## src/design/psp_pkg.sv

```systemverilog
// Shared types, codes and constants of the polyphonic slice player.
package psp_pkg;

    typedef struct packed {
        logic [2:0]         command;
        logic [6:0]         note;
        logic [6:0]         velocity;
        logic [15:0]        frame_address;
        logic signed [15:0] left_in;
        logic signed [15:0] right_in;
        logic [7:0]         slice_number;
        logic [16:0]        slice_frame;
    } t_in_item;

    typedef struct packed {
        logic signed [15:0] left_out;
        logic signed [15:0] right_out;
    } t_out_item;

    localparam logic [2:0] CMD_TICK        = 3'd0;
    localparam logic [2:0] CMD_NOTE_ON     = 3'd1;
    localparam logic [2:0] CMD_NOTE_OFF    = 3'd2;
    localparam logic [2:0] CMD_WRITE_FRAME = 3'd3;
    localparam logic [2:0] CMD_WRITE_SLICE = 3'd4;

    localparam logic [2:0] REG_RATE_STEP     = 3'd0;
    localparam logic [2:0] REG_ATTACK_COEFF  = 3'd1;
    localparam logic [2:0] REG_DECAY_COEFF   = 3'd2;
    localparam logic [2:0] REG_GAIN          = 3'd3;
    localparam logic [2:0] REG_GATE_MODE     = 3'd4;
    localparam logic [2:0] REG_SLICES_IN_USE = 3'd5;

    localparam logic [18:0] RST_RATE_STEP    = 19'd65536;
    localparam logic [24:0] RST_ATTACK_COEFF = 25'd16258620;
    localparam logic [24:0] RST_DECAY_COEFF  = 25'd16764079;
    localparam logic [15:0] RST_GAIN         = 16'd13107;

    localparam logic [24:0] Q24_ONE     = 25'd16777216;
    localparam logic [24:0] ATTACK_DONE = 25'd16760440;
    localparam logic [24:0] DECAY_FLOOR = 25'd1678;

    localparam int QUEUE_DEPTH = 4;
    localparam int QPW         = 2;

    typedef enum logic [2:0] {
        OP_TICK,
        OP_NOTE_ON,
        OP_NOTE_OFF,
        OP_FRAME,
        OP_SLICE
    } t_op;

    typedef struct packed {
        t_op         op;
        logic [6:0]  note;
        logic [6:0]  vel;
        logic [15:0] addr;
        logic [31:0] frame;
        logic [7:0]  slice_no;
        logic [16:0] slice_frame;
    } t_qitem;

    typedef struct packed {
        logic [18:0] rate_step;
        logic [24:0] attack_coeff;
        logic [24:0] decay_coeff;
        logic [15:0] gain;
        logic        gate_mode;
        logic [7:0]  slices_in_use;
    } t_cfg;

    typedef enum logic [1:0] {
        PH_IDLE,
        PH_ATTACK,
        PH_SUSTAIN,
        PH_DECAY
    } t_phase;

    typedef enum logic [4:0] {
        S_IDLE,
        S_DIV,
        S_RD0,
        S_RD1,
        S_CHK,
        S_OFF,
        S_TSEL,
        S_TENV,
        S_TAMP0,
        S_TAMP1,
        S_TAMP2,
        S_TAMP3,
        S_TM0,
        S_TM1,
        S_TM2,
        S_TM3,
        S_TM4,
        S_TNEXT,
        S_TOUT
    } t_state;

    function automatic logic [24:0] clamp_one(input logic [24:0] c);
        clamp_one = (c > Q24_ONE) ? Q24_ONE : c;
    endfunction

endpackage

```

## src/design/psp_queue.sv

```systemverilog
// Short request queue between intake and voice engine.
module psp_queue import psp_pkg::*; (
    input  logic   i_clk,
    input  logic   i_rst_n,
    input  logic   i_push,
    input  t_qitem i_item,
    output logic   o_full,
    input  logic   i_pop,
    output logic   o_empty,
    output t_qitem o_head
);

    t_qitem         r_mem [QUEUE_DEPTH];
    logic [QPW-1:0] r_wp;
    logic [QPW-1:0] r_rp;
    logic [QPW:0]   r_cnt;

    assign o_full  = (r_cnt == (QPW+1)'(QUEUE_DEPTH));
    assign o_empty = (r_cnt == '0);
    assign o_head  = r_mem[r_rp];

    always_ff @(posedge i_clk) begin
        if (i_push) begin
            r_mem[r_wp] <= i_item;
        end
    end

    always_ff @(posedge i_clk) begin
        if (!i_rst_n) begin
            r_wp  <= '0;
            r_rp  <= '0;
            r_cnt <= '0;
        end else begin
            if (i_push) begin
                r_wp <= r_wp + 1'b1;
            end
            if (i_pop) begin
                r_rp <= r_rp + 1'b1;
            end
            r_cnt <= r_cnt + (QPW+1)'(i_push) - (QPW+1)'(i_pop);
        end
    end

endmodule

```

## config.mk

```make
export PLATFORM = sky130hd
export DESIGN_NAME = psp_queue
export DESIGN_NICKNAME = d
export VERILOG_FILES = /design/src/design/psp_pkg.sv /design/src/design/psp_queue.sv
export SDC_FILE = /design/constraint.sdc
export NUM_CORES = 1
export LEC_CHECK = 0
export ABC_AREA = 1
export BUFFER_PORTS_ARGS = -buffer_cell sky130_fd_sc_hd__buf_2
export CELL_PAD_IN_SITES_DETAIL_PLACEMENT = 0
export CELL_PAD_IN_SITES_GLOBAL_PLACEMENT = 1
export CORE_MARGIN = 1.5
export CORE_UTILIZATION = 38
export CTS_BUF_LIST = sky130_fd_sc_hd__clkbuf_4 sky130_fd_sc_hd__clkbuf_8
export CTS_CLUSTER_DIAMETER = 30
export CTS_CLUSTER_SIZE = 28
export DETAILED_ROUTE_END_ITERATION = 7
export GPL_TIMING_DRIVEN = 0
export PLACE_DENSITY_LB_ADDON = 0.05
export SYNTH_ARGS = -nofsm -noshare
export SYNTH_HDL_FRONTEND = slang
export SYNTH_SLANG_ARGS = --single-unit
```

## constraint.sdc

```tcl
create_clock -name i_clk -period 2.76 [get_ports i_clk]
set_input_delay 0.138 -clock i_clk [delete_from_list [all_inputs] [get_ports i_clk]]
set_output_delay 0.138 -clock i_clk [all_outputs]
set_load 0.02 [all_outputs]
```

==> metrics.csv <==
metric,value,unit
outcome,"finished, final reports clean",
worst setup margin,0.363,ns
syn_area_per_cell,13.6,um^2
power share of the clock group,0.487,
Max VDD drop,0.000644,V
Layout area overhead,32.4,%
Setup crit start kind,flip-flop,
final setup fails,0,
Setup crit end kind,flip-flop,
largest net degree at the start of global routing,75,
Final #Nets,1586,
Worst Hold Margin,0.260,ns
1st-iter DRT viols,490,
Worst path top cell family by delay,buffers and inverters,
synthesis-stage register bit count,369,
initial antenna violation count,3,
Root Driver,clkbuf_8,
clk_skew,0.0126,ns
Max stage delay on crit path,0.67,ns
# rows,72,
fmax,417,MHz
Tmin final,2.40,ns
Clock Sink Count,369,
Finished Layout Cells,2083,
die width,202,um
final hold violations,0,
post-synth net total,1206,
Sequential Power Share,0.409,
die area,40900,um^2
Tightest Pin Transition,0.842,ns
cts bufs inserted,92,
Final Max Tran Viols,0,
Worst slew margin,0.438,
first-pass GRT wire length,54300,um
type of the worst min-delay path,in2reg,
H-tree depth,3,
Routed Wire Length,36400,um
met1 Use GR,0.231,
total gr overflow,0,
met3 Use GR,0.0497,
post-DP HPWL,21100,um
Hold Buf Count CTS,94,
Int Power,12100,uW
# DRC,0,
cell area power density,793,nW/um^2
fin crit share,0.869,
I/O Pins,186,
Critical-path top delay cell,clkinvlp_4,
core box area,38900,um^2
Post-DRT Antenna Nets,0,
share of cells above drive strength 1,0.316,
worst path bufs/invs,4,
RSZ-0062 raised after global routing,false,
initial core utilization,0.387,
Yosys cell types,18,
pre-CTS WS,0.272,ns
Skew-Pair Late Insertion Delay,0.62,ns
GRT met2 Usage,0.295,
share of the synthesized area in the top cell type,0.717,
CP max FO,31,
Area contributors post-synth,"edfxtp_1 72%, o211ai_2 7.5%, inv_1 4.9%",
clock buffer depth,3,
GRT Resource Usage Total,0.180,
post-cts sizing count,0,
Routability Congestion,0.709,
LEAKAGE,0.00788,uW
CP most frequent cell,buf_12,
critical path class,reg2reg,
Mapped Cells,1105,
synthesized area,15100,um^2
DRT Pass-1 Iters,5,
Pwr Total,15800,uW
Die Y,202,um
Vias,9346,
final setup TNS,0,ns
CTS tree,done,
clk slew on worst S/H paths,0.05,ns
wire per inst,17.5,um
dpl cells,1815,
vias in the first global route,9522,
largest area contributor in the netlist,edfxtp_1,
post-CTS setup buffers,0,
warning count from the yosys run,0,
sequential share of the synthesized area,0.729,
port bufs,185,
Worst Path Required,3.11,ns
Psw,3780,uW
CP arrival,2.75,ns
vias per std cell,4.49,
critical path cell sequence,inv_1 > ha_1 > nand2_1 > clkinvlp_4 > buf_12 > buf_12,
combinational power share,0.104,
max cap viols,0,
Sw Ratio,0.238,
gr busiest metal,met2,
metrics by stage:
step | instance area [um^2] | util
2_1_floorplan | 15100 | -
3_3_place_gp | 16700 | 0.428
3_5_place_dp | 16800 | 0.432
4_1_cts | 20000 | 0.513
5_1_grt | 20000 | 0.513
6_report | 20000 | 0.513
metal layers:
metal / share of wire / vias to the layer above / wire length [um]
met5: 0 / - / 0
met4: 0.021 / 0 / 773
met3: 0.054 / 62 / 1970
met2: 0.48 / 216 / 17500
met1: 0.45 / 4399 / 16200
li1: - / 4669 / -
synthesized netlist by cell type:
cell type	n
clkbuf_4	1
o211ai_2	90
edfxtp_1	360
fa_1	1
buf_4	16
inv_1	195
a21oi_1	96
buf_2	16
nand2_1	190
clkbuf_1	8
nand3_1	1
ha_1	6
nor3_1	1
o21ai_0	54
dfxtp_1	9
buf_6	19
nor2_1	2
o21ai_1	40
power groups by stage:
stage	registers [uW]	logic (uW)	clock network, uW
floorplan	6590	919	0
global placement	6610	1520	0
detailed placement	6590	1570	0
CTS	6480	1680	7890
global route	6500	1810	8170
finish	6480	1640	7720
layout make-up:
class                           instances  area [um^2]
Antenna cell                            4         10.0
Buffer                                 60          452
Clock buffer                          107         1400
Clock inverter                         63          800
Fill cell                            3484        18900
Inverter                              195          747
Multi-Input combinational cell        481         2900
Sequential cell                       369        11000
Tap cell                              518          648
Timing Repair Buffer                  286         2020
cell usage in the layout, fill, tap and decap left out, drive strengths merged, types with 18 or more instances in the layout:
| master | count |
|---|---|
| a21oi | 96 |
| buf | 243 |
| bufinv | 18 |
| clkbuf | 116 |
| clkinv | 30 |
| dlygate4sd3 | 94 |
| edfxtp | 360 |
| inv | 194 |
| nand2 | 190 |
| o211ai | 90 |
| o21ai | 94 |
kinds of logic after synthesis:
family	synth area share
DFF	0.729
AOI/OAI and AO/OA	0.138
buffers and inverters	0.0785
and+or+nand+nor	0.0485
adders and majority gates	0.00631
sequential cells by signal, indices dropped and copies added, names as in the netlist, named ones only:
signal	count
r_wp	2
r_rp	2
r_cnt	3
r_mem	360
final timing paths:
| kind | start | endpoint | slack (ns) | cells after the start |
|---|---|---|---|---|
| hold reg to reg | r_rp[1]$_SDFFE_PN0P_ | r_rp[1]$_SDFFE_PN0P_ | 0.46 | 2 |
| setup reg to reg | r_wp[0]$_SDFFE_PN0P_ | r_mem[0][51]$_DFFE_PP_ | 0.36 | 6 |
| setup / recovery | r_wp[0]$_SDFFE_PN0P_ | r_mem[0][51]$_DFFE_PP_ | 0.36 | 6 |
| hold / removal | i_item[30] | r_mem[3][30]$_DFFE_PP_ | 0.26 | 2 |
worst reg2reg max path, stage by stage, from the launching register on:
cell and delay, ns:
dfxtp_1 0.36, inv_1 0.10, ha_1 0.20, nand2_1 0.10, clkinvlp_4 0.67, buf_12 0.46, buf_12 0.21
No activity file was read; power rests on OpenSTA's default activity.
