`config.mk`:
```
export PLATFORM = sky130hd
export DESIGN_NAME = psp_front
export DESIGN_NICKNAME = d
export VERILOG_FILES = /design/src/design/psp_pkg.sv /design/src/design/psp_front.sv
export SDC_FILE = /design/constraint.sdc
export NUM_CORES = 1
export LEC_CHECK = 0
export ABC_AREA = 1
export BUFFER_PORTS_ARGS = -buffer_cell sky130_fd_sc_hd__buf_2
export CELL_PAD_IN_SITES_DETAIL_PLACEMENT = 1
export CELL_PAD_IN_SITES_GLOBAL_PLACEMENT = 1
export CORE_ASPECT_RATIO = 1.25
export CORE_MARGIN = 3
export CORE_UTILIZATION = 11
export CTS_BUF_LIST = sky130_fd_sc_hd__clkbuf_4
export CTS_CLUSTER_SIZE = 25
export DETAILED_ROUTE_END_ITERATION = 8
export GPL_ROUTABILITY_DRIVEN = 0
export GPL_TIMING_DRIVEN = 0
export PLACE_DENSITY = 0.8
export RECOVER_POWER = 25
export SYNTH_ARGS = -nofsm -noshare
export SYNTH_HDL_FRONTEND = slang
export SYNTH_SLANG_ARGS = --single-unit
```
`constraint.sdc`:
```
create_clock -name i_clk -period 0.8 [get_ports i_clk]
set_clock_uncertainty 0.05 [all_clocks]
set_input_delay 0 -clock i_clk [delete_from_list [all_inputs] [get_ports i_clk]]
set_output_delay 0 -clock i_clk [all_outputs]
set_load 0.02 [all_outputs]
```
`src/design/psp_pkg.sv`:
```
// Shared types, codes and constants of the polyphonic slice player.
package psp_pkg;

    typedef struct packed {
        logic [2:0]         command;
        logic [6:0]         note;
        logic [6:0]         velocity;
        logic [15:0]        frame_address;
        logic signed [15:0] left_in;
        logic signed [15:0] right_in;
        logic [7:0]         slice_number;
        logic [16:0]        slice_frame;
    } t_in_item;

    typedef struct packed {
        logic signed [15:0] left_out;
        logic signed [15:0] right_out;
    } t_out_item;

    localparam logic [2:0] CMD_TICK        = 3'd0;
    localparam logic [2:0] CMD_NOTE_ON     = 3'd1;
    localparam logic [2:0] CMD_NOTE_OFF    = 3'd2;
    localparam logic [2:0] CMD_WRITE_FRAME = 3'd3;
    localparam logic [2:0] CMD_WRITE_SLICE = 3'd4;

    localparam logic [2:0] REG_RATE_STEP     = 3'd0;
    localparam logic [2:0] REG_ATTACK_COEFF  = 3'd1;
    localparam logic [2:0] REG_DECAY_COEFF   = 3'd2;
    localparam logic [2:0] REG_GAIN          = 3'd3;
    localparam logic [2:0] REG_GATE_MODE     = 3'd4;
    localparam logic [2:0] REG_SLICES_IN_USE = 3'd5;

    localparam logic [18:0] RST_RATE_STEP    = 19'd65536;
    localparam logic [24:0] RST_ATTACK_COEFF = 25'd16258620;
    localparam logic [24:0] RST_DECAY_COEFF  = 25'd16764079;
    localparam logic [15:0] RST_GAIN         = 16'd13107;

    localparam logic [24:0] Q24_ONE     = 25'd16777216;
    localparam logic [24:0] ATTACK_DONE = 25'd16760440;
    localparam logic [24:0] DECAY_FLOOR = 25'd1678;

    localparam int QUEUE_DEPTH = 4;
    localparam int QPW         = 2;

    typedef enum logic [2:0] {
        OP_TICK,
        OP_NOTE_ON,
        OP_NOTE_OFF,
        OP_FRAME,
        OP_SLICE
    } t_op;

    typedef struct packed {
        t_op         op;
        logic [6:0]  note;
        logic [6:0]  vel;
        logic [15:0] addr;
        logic [31:0] frame;
        logic [7:0]  slice_no;
        logic [16:0] slice_frame;
    } t_qitem;

    typedef struct packed {
        logic [18:0] rate_step;
        logic [24:0] attack_coeff;
        logic [24:0] decay_coeff;
        logic [15:0] gain;
        logic        gate_mode;
        logic [7:0]  slices_in_use;
    } t_cfg;

    typedef enum logic [1:0] {
        PH_IDLE,
        PH_ATTACK,
        PH_SUSTAIN,
        PH_DECAY
    } t_phase;

    typedef enum logic [4:0] {
        S_IDLE,
        S_DIV,
        S_RD0,
        S_RD1,
        S_CHK,
        S_OFF,
        S_TSEL,
        S_TENV,
        S_TAMP0,
        S_TAMP1,
        S_TAMP2,
        S_TAMP3,
        S_TM0,
        S_TM1,
        S_TM2,
        S_TM3,
        S_TM4,
        S_TNEXT,
        S_TOUT
    } t_state;

    function automatic logic [24:0] clamp_one(input logic [24:0] c);
        clamp_one = (c > Q24_ONE) ? Q24_ONE : c;
    endfunction

endpackage

```
`src/design/psp_front.sv`:
```
// Request intake: decodes commands, drops those with no effect, feeds the queue.
module psp_front import psp_pkg::*; #(
    parameter int SLICE_ENTRIES = 128,
    parameter int FRAME_DEPTH   = 65536
) (
    input  logic     i_clk,
    input  logic     i_rst_n,
    input  logic     i_valid,
    output logic     o_stall,
    input  t_in_item i_data,
    input  logic     i_full,
    output logic     o_push,
    output t_qitem   o_item
);

    logic r_seen;
    logic n_seen;
    logic keep;

    always_comb begin
        keep          = 1'b0;
        o_item.op     = OP_TICK;
        o_item.note   = i_data.note;
        o_item.vel    = i_data.velocity;
        o_item.addr   = i_data.frame_address;
        o_item.frame  = {i_data.right_in, i_data.left_in};
        o_item.slice_no    = i_data.slice_number;
        o_item.slice_frame = i_data.slice_frame;
        unique case (i_data.command)
            CMD_TICK: begin
                keep      = 1'b1;
                o_item.op = OP_TICK;
            end
            CMD_NOTE_ON: begin
                keep      = 1'b1;
                o_item.op = (i_data.velocity == 7'd0) ? OP_NOTE_OFF : OP_NOTE_ON;
            end
            CMD_NOTE_OFF: begin
                keep      = 1'b1;
                o_item.op = OP_NOTE_OFF;
            end
            CMD_WRITE_FRAME: begin
                keep      = (21'(i_data.frame_address) < 21'(FRAME_DEPTH));
                o_item.op = OP_FRAME;
            end
            CMD_WRITE_SLICE: begin
                keep      = (9'(i_data.slice_number) <= 9'(SLICE_ENTRIES));
                o_item.op = OP_SLICE;
            end
            default: keep = 1'b0;
        endcase
    end

    // stall held until the first clock after reset
    assign n_seen  = 1'b1;
    assign o_stall = i_full || !r_seen;
    assign o_push  = i_valid && !o_stall && keep;

    always_ff @(posedge i_clk) begin
        if (!i_rst_n) begin
            r_seen <= 1'b0;
        end else begin
            r_seen <= n_seen;
        end
    end

endmodule

```
==> results.toml, run 1 <==
[sta]
fin_ws_ns = 0.02218
final.setup.tns_ns = 0
tightest_slew_ns = 0.2725
setup_viol = 0
period_share_pct = 97.23
slew_viol_final = 0
clock.fmax_mhz = 1286
max_slew_margin_pct = 81.91
final-hold-violation-count = 0
fin_crit_ns = 0.7778
hold-worst-slack_ns = 0.05770
rsz0062_at_grt = "yes"

[grt]
grt_max_degree = 4
gr-usage-met2_pct = 15.88
grt_use_total_pct = 6.743
grt_pass1_vias = 1079
grt_pass1_wl_um = 4409
grt_use_met1_pct = 5.166
grt_use_met3_pct = 1.902
busiest_layer = "met2"
antenna_found_initial = 0
grt_overflow = 0

[synthesis]
synth_common_cells = "buf_4, nor2_1, nand2_1"
syn_area_per_cell_um2 = 6.966
syn_inst = 111
dominantRegCellSynth = "dfxtp_1"
yosys-top-cells-area = "buf_4, nor2_1, nand2_1, dfxtp_1, nand3_1"
syn-num-nets = 205
synth_edf_count = 0
yosysTopAreaCell = "buf_4"
ys_seq_elements = 1
synth_area_um2 = 773.2
yosysUniqueCellTypes = 11
synth_top_area_share_pct = 84.47
yosysMostFrequentCell = "buf_4"
yosysWarnings = 0
synthArstFlopShare_pct = 0
yosysSeqAreaShare_pct = 2.589

[routing]
ant_nets = 0
drc_errors = 0
routed_via_density = 3.395
vias = 1056
drt-wirelength-per-cell_um = 11.26
dr.pass1.iters = 2
drtIter0Drc = 3
wl_um = 3503

[final_layout]
reg_top3 = "r_seen: 1 flops"
postLayoutCellArea_um2 = 1523
multi_input_area_um2 = 135.1
layout-drive-gt1-share_pct = 83.93
fill_cells = 867
largest_reg_flops = 1
area_growth_pct = 96.93
fin_cells = 311
antenna_cells = 0
top_register = "r_seen"
regArea_um2 = 20.02
post-route-util_pct = 22.76
finalNetCount = 320

[critical_path]
slowest_delay_ns = 0.14
worstPathArrival_ns = 0.73
endpoint = "o_push"
crit_type = "in2out"
worstPathRequired_ns = 0.75
slowest_stage = "a21oi_2"
cp-start-kind = "primary input"
cp_max_fo = 2
cp-end-kind = "output port"
crit_chain = "buf_8 -> nor2_4 -> nand2_2 -> o21ai_2 -> nand2_1 -> a21oi_2 -> buf_6"
crit_start = "i_data[21]"

[placement]
dp_cells = 311
placed_area_um2 = 1451
post-place-ws_ns = -0.1116
io_buffers = 113
dp_hpwl_um = 3356

[floorplan]
die-area_um2 = 8078
num_io_pins = 186
die_y_um = 99.74
initial_core_util_pct = 11.56
rows = 33
die_x_um = 80.99
core_um2 = 6689

[power]
p_total_mw = 1.060
powerDensity_nw_per_um2 = 696.1
leakagePower_nw = 0.8865
peakVddDrop_mv = 0.2979

[run_status]
outcome = "complete, no violations"

[min_path]
min_from = "i_rst_n"
hp-class = "in2reg"

[clocking]
post_cts_buffers = 0
clk_pin_slew_ns = 0

[run]
max_cap_violations = 0
-- layer usage --
| layer | share of wire, % | up-vias | routed length, um |
|---|---|---|---|
| met5 | 0 | - | 0 |
| met2 | 53 | 142 | 1853 |
| li1 | - | 479 | - |
| met1 | 26 | 435 | 928 |
| met3 | 21 | 0 | 721 |
| met4 | 0 | 0 | 0 |
-- worst min-delay path by stage --
stage               endpoint  cells past startpoint
finish                r_seen                      1
global route          r_seen                      1
CTS                   r_seen                      1
detailed placement    r_seen                      1
global placement      r_seen                      1
floorplan             r_seen                      0
-- report_power, final --
part           internal (mW)  total [mW]  leakage [nW]  switching [mW]
sequential            0.0537      0.0564       0.00844         0.00277
clock                      0           0             0               0
combinational          0.488        1.00         0.878           0.516
-- layout make-up --
class / count / area share (%)
inverters: 3 / 0.7395
multi-input cells: 20 / 8.874
plain buffers: 87 / 42.89
repair buffers: 113 / 39.03
flip-flops and latches: 1 / 1.315
well taps: 87 / 7.149
-- placed cells by master, fill, tap and decap left out, drive strengths merged --
| cell type | n |
|---|---|
| nor3 | 2 |
| nor2 | 7 |
| dfxtp | 1 |
| buf | 178 |
| o21ai | 2 |
| nand3 | 2 |
| inv | 3 |
| clkbuf | 22 |
| nand2 | 6 |
| a21oi | 1 |
-- repair_timing --
| item | CTS | global route |
|---|---|---|
| resized for setup | 18 | 4 |
| pin swaps | 10 | 5 |
| hold endpoints to repair | 0 | 0 |
| hold buffers | 0 | 0 |
| endpoints found under the setup margin | 3 | 2 |
| cloned | 0 | 0 |
-- cell families after synthesis --
| logic type | count (synthesis) | share of synthesized area (%) |
|---|---|---|
| AO/OA/AOI/OAI | 3 | 1.941 |
| buffers and inverters | 90 | 85.92 |
| AND/OR/NAND/NOR | 17 | 9.547 |
| flip-flops | 1 | 2.589 |
-- worst max-delay path: cells and delay by family --
family / cells / cell delay, ns
compound gates: 2 / 0.27
buf+inv: 2 / 0.23
simple gates: 3 / 0.22
No activity file was read; power rests on OpenSTA's default activity.
==> inputs of run 2 (changes only) <==
Settings changed: CAP_MARGIN from default to 0, GPL_TIMING_DRIVEN 0 to default.
==> results.toml, run 2 (synthesis results as in run 1) <==
[power]
switching_share_pct = 52.75
power_frac_seq_pct = 6.4
powerDensity_nw_per_um2 = 697.1
peakVddDrop_mv = 0.3046
p_int_uw = 424.9
leakagePower_nw = 0.5341
p_sw_uw = 474.3
p_clk_share_pct = 0
comb_power_share_pct = 93.6
p_total_uw = 899.3

[sta]
fin_ws_ns = 0.01388
rsz0062_at_grt = "yes"
max_slew_margin_pct = 79.68
setup_viol = 0
fin_crit_ns = 0.7861
final-hold-violation-count = 0
slew_viol_final = 0
period_share_pct = 98.27
tightest_slew_ns = 0.3062
clock.fmax_mhz = 1272
final.setup.tns_ns = 0

[placement]
dp_hpwl_um = 2009
post-place-ws_ns = -0.1344
io_buffers = 41

[routing]
drc_errors = 0
wl_um = 3169
vias = 762
ant_nets = 0
drt-wirelength-per-cell_um = 13.84
drtIter0Drc = 0
routed_via_density = 3.328
dr.pass1.iters = 1

[critical_path]
slowest_delay_ns = 0.18
slowest_stage = "nor3_4"
endpoint = "o_item[87]"
worstPathRequired_ns = 0.75
critPathBufInv = 2
crit_chain = "buf_8 -> nor3_4 -> nand3_2 -> nor2_2 -> nor2_1 -> buf_4"
worstPathArrival_ns = 0.74
cp-start-kind = "primary input"
crit_type = "in2out"
cp-end-kind = "output port"
cp.depth = 6
crit_start = "i_data[76]"
cp_max_fo = 2
cpLargestDelayFamily = "simple AND/OR/NAND/NOR gates"

[final_layout]
post-route-util_pct = 19.29
largest_reg_flops = 1
finalNetCount = 238
top_register = "r_seen"
reg_top3 = "r_seen: 1 flops"
mostFrequentLayoutCell = "dlygate4sd3_1"
area_growth_pct = 66.83
layout_common_cells = "dlygate4sd3_1, clkbuf_1, buf_2"
layout-drive-gt1-share_pct = 27.46
antenna_cells = 0

[run]
max_cap_violations = 0

[floorplan]
die_y_um = 99.74
rows = 33
die_x_um = 80.99
num_io_pins = 186
initial_core_util_pct = 11.56
die-area_um2 = 8078
core_um2 = 6689

[grt]
grt_overflow = 0
grt_pass1_vias = 839
grt_max_degree = 3
grt_pass1_wl_um = 3739
antenna_found_initial = 0
grt_use_total_pct = 6.046

[run_status]
outcome = "complete, no violations"

[min_path]
hp-class = "in2reg"
hold_depth = 1

[clocking]
clk_pin_slew_ns = 0
## run 2: changes by cell type in the layout (fill, tap and decap cells not counted), moves of 2 or more
cell / previous run / this run
buf_4: 88 / 7
dlygate4sd3_1: 0 / 72
buf_2: 82 / 13
clkbuf_1: 22 / 16
buf_8: 1 / 3
## run 2: layout make-up
cell class | instances | area (um2)
Fill cell | 774 | 5399
Inverter | 3 | 13.76
Multi-Input combinational cell | 20 | 123.9
Sequential cell | 1 | 21.27
Tap cell | 87 | 108.9
Timing Repair Buffer | 118 | 1022
## run 2: power groups by stage
stage / Clock [mW] / Combinational [mW] / Sequential [mW]
floorplan: 0 / 0.676 / 0.0546
global placement: 0 / 0.231 / 0.0573
detailed placement: 0 / 0.237 / 0.0571
CTS: 0 / 0.834 / 0.0571
global route: 0 / 0.883 / 0.0577
finish: 0 / 0.842 / 0.0576
## run 2: per-layer routing
layer / track usage [%] / part of all wire (%)
met2: 16.26 / 61
met4: 0 / 0
met1: 3.373 / 22
met5: 0 / 0
met3: 0.9058 / 17
## run 2: how the worst min path moves through the flow
stage	startpoint	endpoint
after floorplan	i_rst_n	r_seen
after global placement	i_data[14]	o_item[14]
after detailed placement	i_data[14]	o_item[14]
after CTS	i_rst_n	r_seen
after global routing	i_rst_n	r_seen
final	i_rst_n	r_seen
## run 2: stage by stage
stage               hold WS [ns]  cells  cell area, um2
CTS                      0.05673    229            1256
global route             0.06378    229            1290
finish                   0.05689    229            1290
detailed placement      -0.04986    155           460.4
global placement        -0.04986    155           460.4
floorplan               -0.02228    111           777.0
## run 2: repair_timing
item                       CTS  global route
hold endpoints to repair    72             0
hold buffers                72             0
setup buffers                2             0
gates resized for setup     15            13
pin swaps                    7            14
setup endpoints to repair    3             3
